<file path="src/sv/vmm_pkg.sv">
package vmm_pkg;

	localparam int DATA_W = 32;
	localparam int IDX_W  = 5;
	localparam int LANES  = 8;
	localparam int LANE_W = 3;

	typedef enum logic [1:0] {
		ST_IDLE,
		ST_MAC,
		ST_DRAIN,
		ST_EMIT
	} vmm_state_t;

	typedef struct packed {
		logic accept;
		logic issue;
		logic emit;
	} vmm_cmd_t;

	typedef struct packed {
		logic act_ok;
		logic last_row;
		logic pipe_busy;
		logic out_free;
	} vmm_status_t;

endpackage

</file>
<file path="src/sv/vmm_ctrl.sv">
module vmm_ctrl import vmm_pkg::*; #(
	parameter int OUT_LEN = 32,
	localparam int GROUPS = (OUT_LEN + LANES - 1) / LANES,
	localparam int GW = (GROUPS > 1) ? $clog2(GROUPS) : 1,
	localparam int CW = (OUT_LEN > 1) ? $clog2(OUT_LEN) : 1
) (
	input  logic        clk,
	input  logic        arst_n,
	input  logic        valid,
	output logic        stall,
	input  vmm_status_t st,
	output vmm_cmd_t    cmd,
	output logic [GW-1:0] grp,
	output logic [CW-1:0] col
);

	vmm_state_t state_q, state_d;
	logic [GW-1:0] grp_q;
	logic [CW-1:0] col_q;
	logic grp_last, col_last;

	assign grp_last = (grp_q == GW'(GROUPS - 1));
	assign col_last = (col_q == CW'(OUT_LEN - 1));
	assign grp = grp_q;
	assign col = col_q;

	always_comb begin
		state_d = state_q;
		unique case (state_q)
			ST_IDLE: begin
				if (valid && st.act_ok) begin
					state_d = ST_MAC;
				end
			end
			ST_MAC: begin
				if (grp_last) begin
					state_d = ST_DRAIN;
				end
			end
			ST_DRAIN: begin
				if (!st.pipe_busy) begin
					state_d = st.last_row ? ST_EMIT : ST_IDLE;
				end
			end
			ST_EMIT: begin
				if (st.out_free && col_last) begin
					state_d = ST_IDLE;
				end
			end
			default: state_d = ST_IDLE;
		endcase
	end

	always_comb begin
		cmd = '0;
		stall = 1'b1;
		unique case (state_q)
			ST_IDLE: begin
				stall = 1'b0;
				cmd.accept = valid;
			end
			ST_MAC: cmd.issue = 1'b1;
			ST_DRAIN: ;
			ST_EMIT: cmd.emit = st.out_free;
			default: ;
		endcase
	end

	always_ff @(posedge clk or negedge arst_n) begin
		if (!arst_n) begin
			state_q <= ST_IDLE;
			grp_q <= '0;
			col_q <= '0;
		end else begin
			state_q <= state_d;
			if (cmd.issue) begin
				grp_q <= grp_last ? '0 : grp_q + 1'b1;
			end
			if (cmd.emit) begin
				col_q <= col_last ? '0 : col_q + 1'b1;
			end
		end
	end

endmodule

</file>
<file path="config.mk">
export PLATFORM = sky130hd
export DESIGN_NAME = vmm_ctrl
export DESIGN_NICKNAME = d
export VERILOG_FILES = /design/src/sv/vmm_pkg.sv /design/src/sv/vmm_ctrl.sv
export SDC_FILE = /design/constraint.sdc
export NUM_CORES = 1
export LEC_CHECK = 0
export ABC_AREA = 1
export BUFFER_PORTS_ARGS = -buffer_cell sky130_fd_sc_hd__buf_4
export CAP_MARGIN = 20
export CELL_PAD_IN_SITES_DETAIL_PLACEMENT = 0
export CELL_PAD_IN_SITES_GLOBAL_PLACEMENT = 1
export CORE_MARGIN = 2
export CORE_UTILIZATION = 28
export CTS_CLUSTER_SIZE = 14
export DETAILED_ROUTE_END_ITERATION = 7
export GPL_ROUTABILITY_DRIVEN = 0
export PLACE_DENSITY_LB_ADDON = 0.1
export RECOVER_POWER = 50
export SLEW_MARGIN = 15
export SYNTH_ARGS = -nofsm -noshare
export SYNTH_HDL_FRONTEND = slang
export SYNTH_SLANG_ARGS = --single-unit
</file>
<file path="constraint.sdc">
create_clock -name clk -period 1.5 [get_ports clk]
set_clock_uncertainty 0.2 [all_clocks]
set_input_delay 0.3 -clock clk [delete_from_list [all_inputs] [get_ports clk]]
set_output_delay 0.3 -clock clk [all_outputs]
set_load 0.02 [all_outputs]
</file>
[After elaboration in Yosys (flattened, before gate mapping)]
Cells that the tools add are included.
Widths: inputs -> output; s select.
Storage, ports and cells
  flip-flop bits (word level): 9
  word-level logic and storage cells: 30
  output and inout port bits: 11
Operators by class
  add/subtract/negate cells: 2
  equality and inequality tests: 9
  mux-type cells: 12
  reduce and logical (&&, ||, !) cells: 4
Operators by type and width (number)
  $mux 2: 6
  $ne 2x2->1 const B: 4
  $pmux 2 s4: 1
  $eq 2x2->1 const B: 3
  $add 5x1->5 const B: 1
  $eq 5x5->1 const B: 1
  $mux 5: 1
  $mux 1: 4
  $reduce_and 4->1: 1
  $add 2x1->2 const B: 1
  $eq 2x1->1 const B: 1
  $logic_and 1x1->1: 2
  $logic_not 2->1: 1

[Logic depth before layout (Yosys ltp)]
  depth in word-level cells: 4
  depth in mapped cells: 10
  gate-level depth less buffers: 10

[Least setup slack after synthesis]
No wires, ideal clock.
  path type: flip-flop to flip-flop
  start: register col_q[0] (netlist: col[0])
  end: register state_q[0]
  buffers on the path: 0
  stages on the path, launching flop included: 10
  slack: -0.231 ns
  setup time: 0.123 ns
  required time: 1.177 ns
  arrival time: 1.408 ns
  clock period less this slack: 1.731 ns
  path through: dfrtp_1 > ha_1 > nand2_1 > nor2_1 > ha_1 > nand2_1 > nand3_1 > nand2_1 > o21ai_0 > nand2_1
Between the ends
  longest elaborated chain between the ends: 4
Ends and longest elaborated chain
  start, declared: RTL line vmm_ctrl.sv:19  | logic [CW-1:0] col_q;
  start signal, assigned: RTL line vmm_ctrl.sv:80  | col_q <= col_last ? '0 : col_q + 1'b1;
  $eq 5x5->1: RTL line vmm_ctrl.sv:23  | assign col_last = (col_q == CW'(OUT_LEN - 1));
  $logic_and 1x1->1: RTL line vmm_ctrl.sv:46  | if (st.out_free && col_last) begin
  $ne 2x2->1 (no line)
  $reduce_and 4->1 (no line)
  end signal, assigned: RTL line vmm_ctrl.sv:75  | state_q <= state_d;
  end, declared: RTL line vmm_ctrl.sv:17  | vmm_state_t state_q, state_d;
Every way passes these cells.
A chain may end at the register's enable or synchronous reset.

==> metrics.md <==
| Metric | Value |
|---|---|
| Vias in the first global route | between 400 and 500 |
| Worst Path Required | 1000 ps |
| Setup TNS | -423.4 ps |
| Final hold violation count | 0 |
| Fillers | 160 |
| FP Rows | 15 |
| Measured slew at the worst slew-check pin | roughly 500 ps |
| CP startpoint kind | register |
| Cell count after synthesis | 69 |
| Most common cell after layout, fill and taps aside | buf_4 |
| Total gr overflow | 0 |
| Critical Path AT | between 1000 and 1500 ps |
| Placed instance area | around 730 um2 |
| Fin. max-slew vios | 0 |
| Syn Area/Cell | 7.290 um2 |
| WL per Instance | 9.215 um |
| Post-layout nets | 116 |
| Syn. warnings | 0 |
| Port Buf Inserts | 17 |
| Largest net degree at the start of global routing | 10 |
| Sink Count | 9 |
| Min Tclk post-route | 1615 ps |
| Synth cell types | 13 |
| Vias/cell | about 4.1 |
| Synth area leader | dfrtp_1 |
| Initial antenna violation count | 0 |
| CP endpoint kind | primary output |
| Max_slew headroom | 65.86% |
| Drt drc | 0 |
| RSZ-0062 raised after global routing | yes |
| Min-Delay Path Class | input pin to register |
| Share of cells above drive strength 1 | 55.24% |
| First-pass GRT wire length | roughly 1900 um |
| Hold_ws | 190.0 ps |
| DRT antenna net count | 0 |
| Longest Clk Path Bufs | 2 |
| Setup Viol. Count Final | 6 |
| Register area | approximately 230 um2 |
| Period utilization | 107.7% |
| Core area | between 1500 and 2000 um2 |
| Crit path kind | register to primary output |
| Final instance area | 910.9 um2 |
| Post-synthesis register bit count | 9 |
| H-tree levels | 1 |
| Post-Synthesis Net Count | 79 |
| Initial Util | roughly 29% |
| Worst VDD drop | roughly 0.96 mV |
| PwrDens | 1984 nW/um2 |
| Final WL | ~1200 um |
| Synthesized area | between 500 and 600 um2 |
| Pre-CTS setup slack | -96.09 ps |
| Failing checks | setup timing |
| DRT Pass-1 Iters | 4 |
| Final WS setup | -115.0 ps |
| Most frequent cells in the layout | buf_4, nand2_1, buf_6 |
| Die area | between 2000 and 2500 um2 |
| I/O Pins | 18 |
| Share of the synthesized area in the top cell type | between 40 and 50% |
| Die width | 46.39 um |
| Ant. Diodes | 0 |
| CTS tree | done |
| TritonCTS Buffers | 3 |
| Status | complete, but fails checks |
| Clock latency on the worst-skew pair | around 260 ps |
| FMAX | 619.2 MHz |
| Multi-input logic area | 315.3 um2 |
| LEAKAGE | about 0.47 nW |
| Post-DP HPWL | between 800 and 900 um |
| Largest cells by area after synthesis | dfrtp_1, nand2_1, ha_1 |
| Total GRT Usage | between 10% and 20% |
| Layout area overhead | 81.09% |
| Vert. Die Dim | roughly 46 um |
| Iteration-0 DRC Markers | 1 |
| Sequential fraction of the synthesis area | roughly 45% |
| Reg clk slew, reported paths | roughly 60 ps |
| CTS root buf | clkbuf_4 |
| Via Count | roughly 540 |
| Max-cap violations | 0 |
| Max FO, Critical Path | 4 |
cells by family (layout without fill, tap and decap cells):
group | after synthesis | after routing | synth area share [%]
AOI/OAI and AO/OA | 6 | 6 | 6.467
adders and majority gates | 3 | 3 | 7.463
buffers and inverters | 10 | 46 | 7.710
DFF | 9 | 9 | 44.78
and+or+nand+nor | 41 | 41 | 33.58
sequential cells by signal (all words and copies together) (netlist names):
signal	count
col	5
grp	2
state_q	2
metal layers:
metal	vias up	part of all wire (%)	GRT usage, %
met5	-	0	0
met3	0	6.2	5.882
met2	11	48	19.44
li1	287	-	-
met1	241	46	16.90
met4	0	0	1.714
path summary, 6_finish.rpt:
| check | from | end | slack (ps) | cells past startpoint |
|---|---|---|---|---|
| min in group asynchronous | arst_n | col[2] | 320 | 2 |
| max | state_q[0] | cmd[0] | -120 | 4 |
| min reg2reg | col[4] | col[4] | 310 | 2 |
| max reg2reg | col[0] | state_q[0] | -60 | 10 |
| min | st[1] | state_q[1] | 190 | 5 |
| max in group asynchronous | arst_n | col[1] | 410 | 2 |
layout make-up:
| type | instances | area share (%) |
|---|---|---|
| Multi-Input combinational cell | 50 | 34.62 |
| Timing Repair Buffer | 32 | 29.12 |
| Sequential cell | 9 | 25.27 |
| Inverter | 10 | 4.670 |
| Clock buffer | 4 | 2.885 |
| Tap cell | 25 | 3.434 |
Yosys cell counts:
cell	count
nand2_1	27
dfrtp_1	9
inv_1	9
nor2_1	7
nand3_1	5
ha_1	3
a21oi_1	2
o21ai_0	2
clkinv_2	1
nand3_2	1
nor2_2	1
o21a_1	1
o21ai_1	1
stage by stage:
stage	total power [mW]	util [%]	instances
3_3_place_gp	1.318	43.00	118
6_report	1.807	53.33	130
5_1_grt	1.969	53.33	130
3_5_place_dp	1.326	43.00	118
4_1_cts	1.726	50.92	130
2_1_floorplan	0.9509	-	69
where the power goes:
part	leakage, nW	switching [mW]	internal (mW)
Clock	0.0150	0.0841	0.102
Combinational	0.345	0.583	0.561
Sequential	0.109	0.119	0.357
critical path: stages (launching register included):
cell and delay (ps):
dfrtp_2 440, buf_4 150, nand3_4 80, clkinv_4 50
buf_6 120
timing repair:
item,4_1_cts,5_1_grt
hold buffers,1,0
resized for setup,15,15
pin swaps,5,12
setup endpoints to repair,7,11
buffers inserted,7,1
endpoints found under the hold margin,9,0
No activity file was read; power rests on OpenSTA's default activity.
